### src/rtl/pfar_pkg.sv
`default_nettype none
package pfar_pkg;

  localparam int MAX_REGIONS  = 64;
  localparam int BITMAP_PAGES = 32768;
  localparam int PAGE_BYTES   = 4096;

  localparam int REG_AW    = $clog2(MAX_REGIONS);
  localparam int CNT_W     = 7;
  localparam int WORD_W    = 64;
  localparam int MAP_WORDS = (BITMAP_PAGES + WORD_W - 1) / WORD_W;
  localparam int MAP_AW    = (MAP_WORDS > 1) ? $clog2(MAP_WORDS) : 1;
  localparam int BIT_AW    = $clog2(WORD_W);
  localparam int PAGE_SH   = $clog2(PAGE_BYTES);
  localparam int PAGE_W    = $clog2(BITMAP_PAGES);
  localparam int ENTRY_W   = 64 + 64 + 1;

  // Commands.
  localparam logic [2:0] CMD_LOAD  = 3'd0;
  localparam logic [2:0] CMD_TO_PH = 3'd1;
  localparam logic [2:0] CMD_TO_PS = 3'd2;
  localparam logic [2:0] CMD_ALLOC = 3'd3;
  localparam logic [2:0] CMD_MARK  = 3'd4;

  // Status codes.
  localparam logic [1:0] ST_OK      = 2'd0;
  localparam logic [1:0] ST_OUTSIDE = 2'd1;
  localparam logic [1:0] ST_NO_FREE = 2'd2;
  localparam logic [1:0] ST_BEYOND  = 2'd3;

  // Result address selection; any other value gives zero.
  localparam logic [1:0] SEL_WALK = 2'd1;

  typedef struct packed {
    logic [2:0]  cmd;
    logic [5:0]  region_index;
    logic [63:0] region_base;
    logic [63:0] region_length;
    logic        region_usable;
    logic [63:0] address;
    logic        mark_used;
  } in_item_t;

  typedef struct packed {
    logic [63:0] result_address;
    logic [1:0]  status;
  } out_item_t;

  // Controller to datapath.
  typedef struct packed {
    logic capture;    // latch the input transaction
    logic load_wr;    // write the region entry
    logic walk_start; // clear the walk accumulators
    logic walk_step;  // consume one region entry
    logic ph_mode;    // 1: pseudo to physical walk, 0: physical to pseudo
    logic use_page;   // walk key is the allocated page's pseudo address
    logic scan_start; // start the bitmap scan at word 0
    logic scan_step;  // examine one bitmap word
    logic alloc_set;  // set the found free bit
    logic mark_rd;    // read the bitmap word of the marked page
    logic mark_wr;    // write the marked bit
    logic clr_step;   // clear one bitmap word
    logic set_res;    // load the result register
    logic [1:0] res_sel; // SEL_WALK: walk result, otherwise zero
    logic [1:0] res_st;
  } ctl_t;

  // Datapath to controller.
  typedef struct packed {
    logic [2:0] cmd;
    logic walk_last;   // the current entry is the last live one
    logic walk_hit;    // the current entry matches
    logic walk_none;   // no live entries at all
    logic scan_found;  // current word has a free bit
    logic scan_last;   // current word is the last
    logic mark_beyond; // marked page lies beyond the bitmap
    logic clr_last;    // clearing pass reached the last word
  } sts_t;

endpackage
`default_nettype wire

### src/rtl/pfar_controller.sv
`default_nettype none
module pfar_controller
  import pfar_pkg::*;
(
  input  wire logic clk,
  input  wire logic rst,
  input  wire logic in_valid,
  output logic      in_stall,
  output logic      out_valid,
  input  wire logic out_stall,
  input  wire sts_t sts,
  output ctl_t      ctl
);

  localparam logic [3:0] S_CLEAR = 4'd0;
  localparam logic [3:0] S_IDLE  = 4'd1;
  localparam logic [3:0] S_DISP  = 4'd2;
  localparam logic [3:0] S_WALK  = 4'd3;
  localparam logic [3:0] S_SCAN  = 4'd4;
  localparam logic [3:0] S_SET   = 4'd5;
  localparam logic [3:0] S_AWALK = 4'd6;
  localparam logic [3:0] S_MRD   = 4'd7;
  localparam logic [3:0] S_MWR   = 4'd8;
  localparam logic [3:0] S_WPRE  = 4'd9;
  localparam logic [3:0] S_SPRE  = 4'd10;

  logic [3:0] state, state_next;
  logic out_valid_next;
  logic take;

  assign take     = in_valid && !in_stall;
  assign in_stall = (state != S_IDLE) || (out_valid && out_stall);

  always_comb begin
    ctl            = '0;
    state_next     = state;
    out_valid_next = out_valid && out_stall;
    ctl.ph_mode    = (sts.cmd != CMD_TO_PS) && (sts.cmd != CMD_MARK);
    case (state)
      S_CLEAR: begin
        ctl.clr_step = 1'b1;
        if (sts.clr_last) begin
          state_next = S_IDLE;
        end
      end
      S_IDLE: begin
        ctl.capture = take;
        if (take) begin
          state_next = S_DISP;
        end
      end
      S_DISP: begin
        case (sts.cmd)
          CMD_LOAD: begin
            ctl.load_wr = 1'b1;
            ctl.set_res = 1'b1;
            out_valid_next = 1'b1;
            state_next = S_IDLE;
          end
          CMD_TO_PH, CMD_TO_PS, CMD_MARK: begin
            ctl.walk_start = 1'b1;
            state_next = S_WPRE;
          end
          CMD_ALLOC: begin
            ctl.scan_start = 1'b1;
            state_next = S_SPRE;
          end
          default: begin
            ctl.set_res = 1'b1;
            out_valid_next = 1'b1;
            state_next = S_IDLE;
          end
        endcase
      end
      S_WPRE, S_AWALK: begin
        // Region entry 0 is being read; no compare yet.
        if (sts.walk_none) begin
          ctl.set_res = 1'b1;
          ctl.res_st  = ST_OUTSIDE;
          out_valid_next = 1'b1;
          state_next = S_IDLE;
        end else begin
          state_next = S_WALK;
        end
      end
      S_WALK: begin
        ctl.walk_step = 1'b1;
        if (sts.walk_hit) begin
          if (sts.cmd == CMD_MARK) begin
            state_next = S_MRD;
          end else begin
            ctl.set_res = 1'b0;
            state_next = S_MWR;
          end
        end else if (sts.walk_last) begin
          ctl.set_res = 1'b1;
          ctl.res_st  = ST_OUTSIDE;
          out_valid_next = 1'b1;
          state_next = S_IDLE;
        end
      end
      S_MRD: begin
        // Page index check, then read the bitmap word.
        if (sts.mark_beyond) begin
          ctl.set_res = 1'b1;
          ctl.res_st  = ST_BEYOND;
          out_valid_next = 1'b1;
          state_next = S_IDLE;
        end else begin
          ctl.mark_rd = 1'b1;
          state_next = S_SET;
        end
      end
      S_SET: begin
        if (sts.cmd == CMD_MARK) begin
          ctl.mark_wr = 1'b1;
          state_next = S_MWR;
        end else begin
          ctl.alloc_set = 1'b1;
          ctl.walk_start = 1'b1;
          ctl.use_page = 1'b1;
          state_next = S_AWALK;
        end
      end
      S_MWR: begin
        // Result from the held walk answer.
        ctl.set_res = 1'b1;
        ctl.res_sel = SEL_WALK;
        out_valid_next = 1'b1;
        state_next = S_IDLE;
      end
      S_SPRE: begin
        ctl.scan_step = 1'b0;
        state_next = S_SCAN;
      end
      S_SCAN: begin
        ctl.scan_step = 1'b1;
        if (sts.scan_found) begin
          state_next = S_SET;
        end else if (sts.scan_last) begin
          ctl.set_res = 1'b1;
          ctl.res_st  = ST_NO_FREE;
          out_valid_next = 1'b1;
          state_next = S_IDLE;
        end else begin
          state_next = S_SPRE;
        end
      end
      default: begin
        state_next = S_IDLE;
      end
    endcase
  end

  always_ff @(posedge clk) begin
    if (rst) begin
      state     <= S_CLEAR;
      out_valid <= 1'b0;
    end else begin
      state     <= state_next;
      out_valid <= out_valid_next;
    end
  end

endmodule
`default_nettype wire

### config.mk
export PLATFORM = sky130hd
export DESIGN_NAME = pfar_controller
export DESIGN_NICKNAME = d
export VERILOG_FILES = /design/src/rtl/pfar_pkg.sv /design/src/rtl/pfar_controller.sv
export SDC_FILE = /design/constraint.sdc
export NUM_CORES = 1
export LEC_CHECK = 0
export BUFFER_PORTS_ARGS = -buffer_cell sky130_fd_sc_hd__buf_2
export CAP_MARGIN = 25
export CORE_MARGIN = 4
export CORE_UTILIZATION = 40
export CTS_CLUSTER_DIAMETER = 60
export DETAILED_ROUTE_END_ITERATION = 8
export PLACE_DENSITY = 0.68
export SYNTH_ARGS = -nofsm -noshare
export SYNTH_HDL_FRONTEND = slang
export SYNTH_SLANG_ARGS = --single-unit
### constraint.sdc
create_clock -name clk -period 1.3 [get_ports clk]
set_input_delay 0.195 -clock clk [delete_from_list [all_inputs] [get_ports clk]]
set_output_delay 0.195 -clock clk [all_outputs]
set_load 0.005 [all_outputs]
==> flow_metrics.tcl, run 1 <==
set metrics [dict create \
    crit-reg2reg-launch "state[1]" \
    design_area_sq_um 1760 \
    clk_latency_ns 0.28 \
    worstRegToRegCells 9 \
    max_freq_mhz 560 \
    coreArea_sq_um 1940 \
    grt-ovfl-total 0 \
    fp-row-count 16 \
    timing.final.ws_setup_ns -0.486 \
    chipHeight_microns 53.0 \
    drcViolationCount 0 \
    use_met2_pct 50.8 \
    setup_viol 21 \
    worstSetupStartpointType "flip-flop" \
    crit_path_end_kind "primary output" \
    wirelength_mm 4.55 \
    worstPathMaxFanout 8 \
    cp.arrival_ns 1.59 \
    min_from "rst" \
    ys_ff_latch 5 \
    finalClockSkew_ns 0.00625 \
    hold_path_end "state[2]" \
    die_area_sq_um 2810 \
    syn-cell-area_sq_um 810 \
    cpPeakStageDelay_ns 0.39 \
    grt.total_usage_pct 28.8 \
    synth_edf_count 0 \
    place_hpwl_mm 2.11 \
    period_minus_slack_ns 1.79 \
    ys_seq_area_share_pct 12.4 \
    regToRegEndpoint "out_valid" \
    vias 1310 \
    crit_chain "buf_6 -> a31oi_4 -> nor2_4 -> nor4_4 -> inv_1 -> buf_2" \
    hold_violations 0 \
    synth_cells 115 \
    hp-class "input port to flip-flop" \
    synth_fa_ha_area_share_pct 0 \
    synthArstFlopShare_pct 0 \
    htree_levels 1 \
    start_util_pct 41.7 \
    final_core_util_pct 90.8 \
    slew_violations 0 \
    grt_busiest_layer "met2" \
    synth.avg_cell_area_sq_um 7.04 \
    area_growth_pct 118 \
    p_leak_nw 0.807 \
    cts_tree "yes" \
    synth.distinct_cells 41 \
    grt_max_degree 9 \
    cts_root_buf "clkbuf_4" \
    use_met1_pct 32.4 \
    wl_per_cell_microns 20.5 \
    fp.dieW_microns 53.0 \
    path_class "flip-flop to primary output" \
    max-cap-violations 0 \
    synth_xor_area_share_pct 3.25 \
    avgViaCountPerCell 5.90 \
    muxShareOfSynthArea_pct 2.47 \
    cts_inserted_buffers 3 \
    synth-compound-area-share_pct 23.0 \
    cts_hold_buffers 0 \
    yosys.area_share.simple_pct 40.5 \
    powerDensity_nw_per_um2 421 \
    post_dp_cell_area_sq_um 1140 \
    io_buffer_count 31 \
    slowest_stage "dfxtp_4" \
    gr-usage-met3_pct 5.07 \
    diodes 0 \
    gp_congestion 0.909 \
    cts.path.max_buffers 2 \
    grt_pass1_wl_mm 5.72 \
    synth_top_family_by_area "simple AND/OR/NAND/NOR gates" \
    synth_ff_type "dfxtp_1" \
    post-route-period-util_pct 137 \
    syn_nets 129 \
    status "complete, but fails checks" \
    grt_pass1_vias 1183 \
    nets 210 \
    dr.first_iter.drc_count 64 \
    dr.pass1.iters 4 \
    reg2reg_slack_ns -0.39 \
    antenna_found_initial 0 \
    clk_pin_slew_ns 0.06 \
    layout-drive-gt1-share_pct 72.3 \
    peakVddDrop_mv 0.433 \
    cts.sinks 5 \
    rsz0062_at_grt "yes" \
    holdPathStages 2 \
    postRouteAntennaNets 0 \
    io_pins 33 \
    yosys_warnings 0 \
    cp.required_ns 1.11 \
    violations "negative setup slack" \
]
[repair_timing]
action / CTS / global route
gates cloned: 0 / 0
buffers inserted: 20 / 9
setup endpoints to repair: 21 / 21
gates resized for setup: 65 / 36
pin swaps: 20 / 17
[report_power, final]
part           switching, mW  internal (mW)  total [mW]
combinational          0.182          0.170       0.352
sequential            0.0147          0.153       0.168
clock                  0.109          0.114       0.223
total                  0.305          0.437       0.742
[synth_stat cells (2+ instances only)]
master,instances,share of area (%)
buf_2,2,1.2
o31ai_1,2,1.9
nand2b_1,5,3.9
nor2b_1,2,1.5
buf_6,5,7.0
nand3b_1,3,2.8
nand2_1,8,3.7
nor3_1,4,2.5
clkbuf_8,3,5.1
dfxtp_1,5,12
nor4b_1,2,2.2
buf_4,2,1.9
o21bai_1,2,1.9
nand3_1,5,3.1
inv_1,6,2.8
nor4_1,3,2.3
a21oi_1,6,3.7
a31oi_1,3,2.3
xnor2_1,2,2.2
nor2_1,15,7.0
mux2i_1,2,2.5
o21ai_0,9,5.6
[sequential cells by signal, indices dropped and copies added, names as in the netlist]
name,count
state,4
out_valid,1
[cells by family after synthesis]
| family | after synthesis |
|---|---|
| other | 1 |
| buffers and inverters | 18 |
| muxes | 2 |
| xor gates and xnor gates | 3 |
| and+or+nand+nor | 56 |
| AOI/OAI and AO/OA | 30 |
| DFF | 5 |
[area by class of cell]
type / count / area [sq um]
flip-flops and latches: 5 / 115
clock inverters: 1 / 5.00
well taps: 27 / 33.8
multi-input cells: 92 / 871
repair buffers: 88 / 688
inverters: 6 / 27.5
clock buffers: 3 / 22.5
fillers: 74 / 179
[worst max-delay path, delay by kind of cell, from the launching register on]
| kind | cells | cell delay (ns) |
|---|---|---|
| DFF | 1 | 0.39 |
| and+or+nand+nor | 2 | 0.38 |
| buffers and inverters | 3 | 0.33 |
| AOI/OAI and AO/OA | 1 | 0.21 |
[routing by layer]
| metal | part of all wire [%] | vias to the layer above |
|---|---|---|
| met3 | 7.2 | 29 |
| met5 | 0 | - |
| li1 | - | 570 |
| met1 | 37 | 624 |
| met4 | 5.1 | 0 |
| met2 | 51 | 87 |
[metrics by stage]
| step | power (mW) | std cells | setup slack, ns | TNS (ns) | hold WS [ns] |
|---|---|---|---|---|---|
| after global routing | 0.769 | 222 | -0.530 | -7.39 | 0.132 |
| after CTS | 0.628 | 217 | -0.414 | -4.67 | 0.125 |
| after floorplan | 0.287 | 115 | 0.00569 | 0 | 0.264 |
| after global placement | 0.372 | 195 | -0.235 | -1.90 | 0.400 |
| after detailed placement | 0.378 | 195 | -0.264 | -2.42 | 0.406 |
| final | 0.742 | 222 | -0.486 | -6.51 | 0.141 |
[how the worst max path moves through the flow]
stage,start,end,slack (ns),cells past startpoint
floorplan,state[0],ctl[4],0.006,6
global placement,state[1],state[1],-0.23,5
detailed placement,state[1],state[1],-0.26,5
CTS,state[3],ctl[4],-0.41,6
global route,state[2],ctl[0],-0.53,8
finish,state[1],ctl[4],-0.49,6
[cells in the final DEF, fill, tap and decap left out, types with 2 or more instances in the layout]
| master | Yosys | final |
|---|---|---|
| o21ai_2 | 0 | 3 |
| nor2_2 | 0 | 3 |
| mux2i_1 | 2 | 2 |
| nand2_1 | 8 | 5 |
| nand2b_4 | 0 | 2 |
| nor3_4 | 0 | 3 |
| clkbuf_4 | 0 | 3 |
| nand3b_1 | 3 | 3 |
| nor4b_4 | 0 | 2 |
| o21ai_1 | 1 | 5 |
| nor4_4 | 0 | 3 |
| a31oi_4 | 0 | 2 |
| nand3_1 | 5 | 2 |
| a21oi_1 | 6 | 2 |
| nor2_4 | 0 | 4 |
| nand2b_1 | 5 | 3 |
| nor2_1 | 15 | 8 |
| inv_1 | 6 | 4 |
| inv_4 | 0 | 2 |
| buf_2 | 2 | 30 |
| nand2_2 | 0 | 2 |
| buf_4 | 2 | 33 |
| a21oi_2 | 0 | 4 |
| nand3_4 | 0 | 2 |
| buf_6 | 5 | 24 |
| dfxtp_4 | 0 | 4 |
| o21ai_0 | 9 | 2 |
| xnor2_1 | 2 | 2 |
Note: power is estimated with default switching activity, not from simulation.
==> run 2, diff against run 1 <==
RECOVER_POWER = 25   (was unset)
==> run 2 against run 1 <==
  * The run still ends with negative setup slack left
  * Maximum frequency did not move
  * Clock skew stayed put
  * Via count is the same
  * Non-clock buffer count did not move
  * First-iteration DRC count is the same
  * Final cell count unchanged
  * Largest power group unchanged
  * Core utilization fell by 0.065 points
  * Routed wire length is the same
==> flow_metrics.tcl, run 2 (same netlist as run 1, synthesis figures left out) <==
set metrics [dict create \
    cts_tree "yes" \
    tns_ns -6.51 \
    layout-drive-gt1-share_pct 71.8 \
    worstRegToRegCells 9 \
    grt-ovfl-total 0 \
    antenna_found_initial 0 \
    wl_per_cell_microns 20.5 \
    mostFrequentLayoutCells "33 x buf_4, 29 x buf_2, 24 x buf_6, 8 x nor2_1" \
    grt_pass1_vias 1183 \
    crit_path_end_kind "primary output" \
    worstSetupStartpointType "flip-flop" \
    die_area_sq_um 2810 \
    wirelength_mm 4.55 \
    max_freq_mhz 560 \
    path_class "flip-flop to primary output" \
    reg2reg_slack_ns -0.39 \
    rsz0062_at_grt "yes" \
    nets 210 \
    crit_start "state[1]" \
    grt_max_degree 9 \
    cts_root_buf "clkbuf_4" \
    grt_pass1_wl_mm 5.72 \
    final_common_cell "buf_4" \
    htree_levels 1 \
    diodes 0 \
    cp.required_ns 1.11 \
    drcViolationCount 0 \
    post-route-period-util_pct 137 \
    start_util_pct 41.7 \
    slew_violations 0 \
    setup_viol 21 \
    avgViaCountPerCell 5.90 \
    peakVddDrop_mv 0.433 \
    fp-row-count 16 \
    postRouteAntennaNets 0 \
    worstPathMaxFanout 8 \
    hold_violations 0 \
    largest-register "state" \
    regToRegEndpoint "out_valid" \
    clk_latency_ns 0.28 \
    timing.final.ws_setup_ns -0.486 \
    hp-class "input port to flip-flop" \
    violations "negative setup slack" \
    p_leak_nw 0.802 \
    cts.sinks 5 \
    power_uw 742 \
    largest_reg_flops 4 \
    dr.pass1.iters 4 \
    finalClockSkew_ns 0.00625 \
    dr.first_iter.drc_count 64 \
    clk_pin_slew_ns 0.06 \
    vias 1310 \
    gp_congestion 0.909 \
    fp.dieW_microns 53.0 \
    max-cap-violations 0 \
    cts.path.max_buffers 2 \
    cp.arrival_ns 1.59 \
    largestRegisters "state x4, out_valid x1" \
    grt.total_usage_pct 28.8 \
    powerDensity_nw_per_um2 421 \
    chipHeight_microns 53.0 \
    io_buffer_count 31 \
    io_pins 33 \
    setup.worst_path.end "ctl[4]" \
    place_hpwl_mm 2.11 \
    coreArea_sq_um 1940 \
    area_growth_pct 118 \
    status "complete, but fails checks" \
    period_minus_slack_ns 1.79 \
    crit-reg2reg-launch "state[1]" \
    cts_inserted_buffers 3 \
]
run 2: repair_timing:
action,in CTS,in global routing
hold buffers,0,0
gates resized for setup,65,36
pin swaps,20,17
buffers inserted,20,9
endpoints found under the hold margin,0,0
setup endpoints to repair,21,21
run 2: routing by layer:
layer,vias to the layer above,global-route usage [%],wire length (microns)
met5,-,0,0
met4,0,15.7,232
met3,29,5.07,329
met2,87,50.8,2300
met1,624,32.4,1680
li1,570,-,-
run 2: area by class of cell:
| cell class | instances | area [sq um] |
|---|---|---|
| Timing Repair Buffer | 88 | 687 |
| Clock inverter | 1 | 5.00 |
| Clock buffer | 3 | 22.5 |
| Sequential cell | 5 | 115 |
| Tap cell | 27 | 33.8 |
| Multi-Input combinational cell | 92 | 871 |
| Inverter | 6 | 27.5 |
| Fill cell | 75 | 180 |
run 2: worst min path at each step:
stage | from | endpoint | slack [ns] | cells after the start
global placement | rst | state[2] | 0.40 | 2
global route | rst | state[2] | 0.13 | 2
floorplan | rst | out_valid | 0.26 | 1
CTS | rst | state[2] | 0.12 | 2
finish | rst | state[2] | 0.14 | 2
detailed placement | rst | state[2] | 0.41 | 2
run 2: worst max-delay path, cell delays in order (launching register included):
cell and delay, ns:
dfxtp_4 0.39, buf_6 0.14, a31oi_4 0.21, nor2_4 0.06, nor4_4 0.32, inv_1 0.06
buf_2 0.13
run 2: report_power, final:
part / switching (mW) / internal, mW
Sequential: 0.0147 / 0.153
Clock: 0.109 / 0.114
Combinational: 0.182 / 0.170
Total: 0.305 / 0.437
run 2: stage by stage:
stage | worst slack [ns] | utilization, % | std cells | area [sq um] | hold slack, ns
2_1_floorplan | 0.00569 | - | 115 | 817 | 0.264
3_3_place_gp | -0.235 | 58.6 | 195 | 1140 | 0.400
3_5_place_dp | -0.264 | 58.6 | 195 | 1140 | 0.406
4_1_cts | -0.414 | 80.0 | 217 | 1550 | 0.125
5_1_grt | -0.530 | 90.7 | 222 | 1760 | 0.132
6_report | -0.486 | 90.7 | 222 | 1760 | 0.141
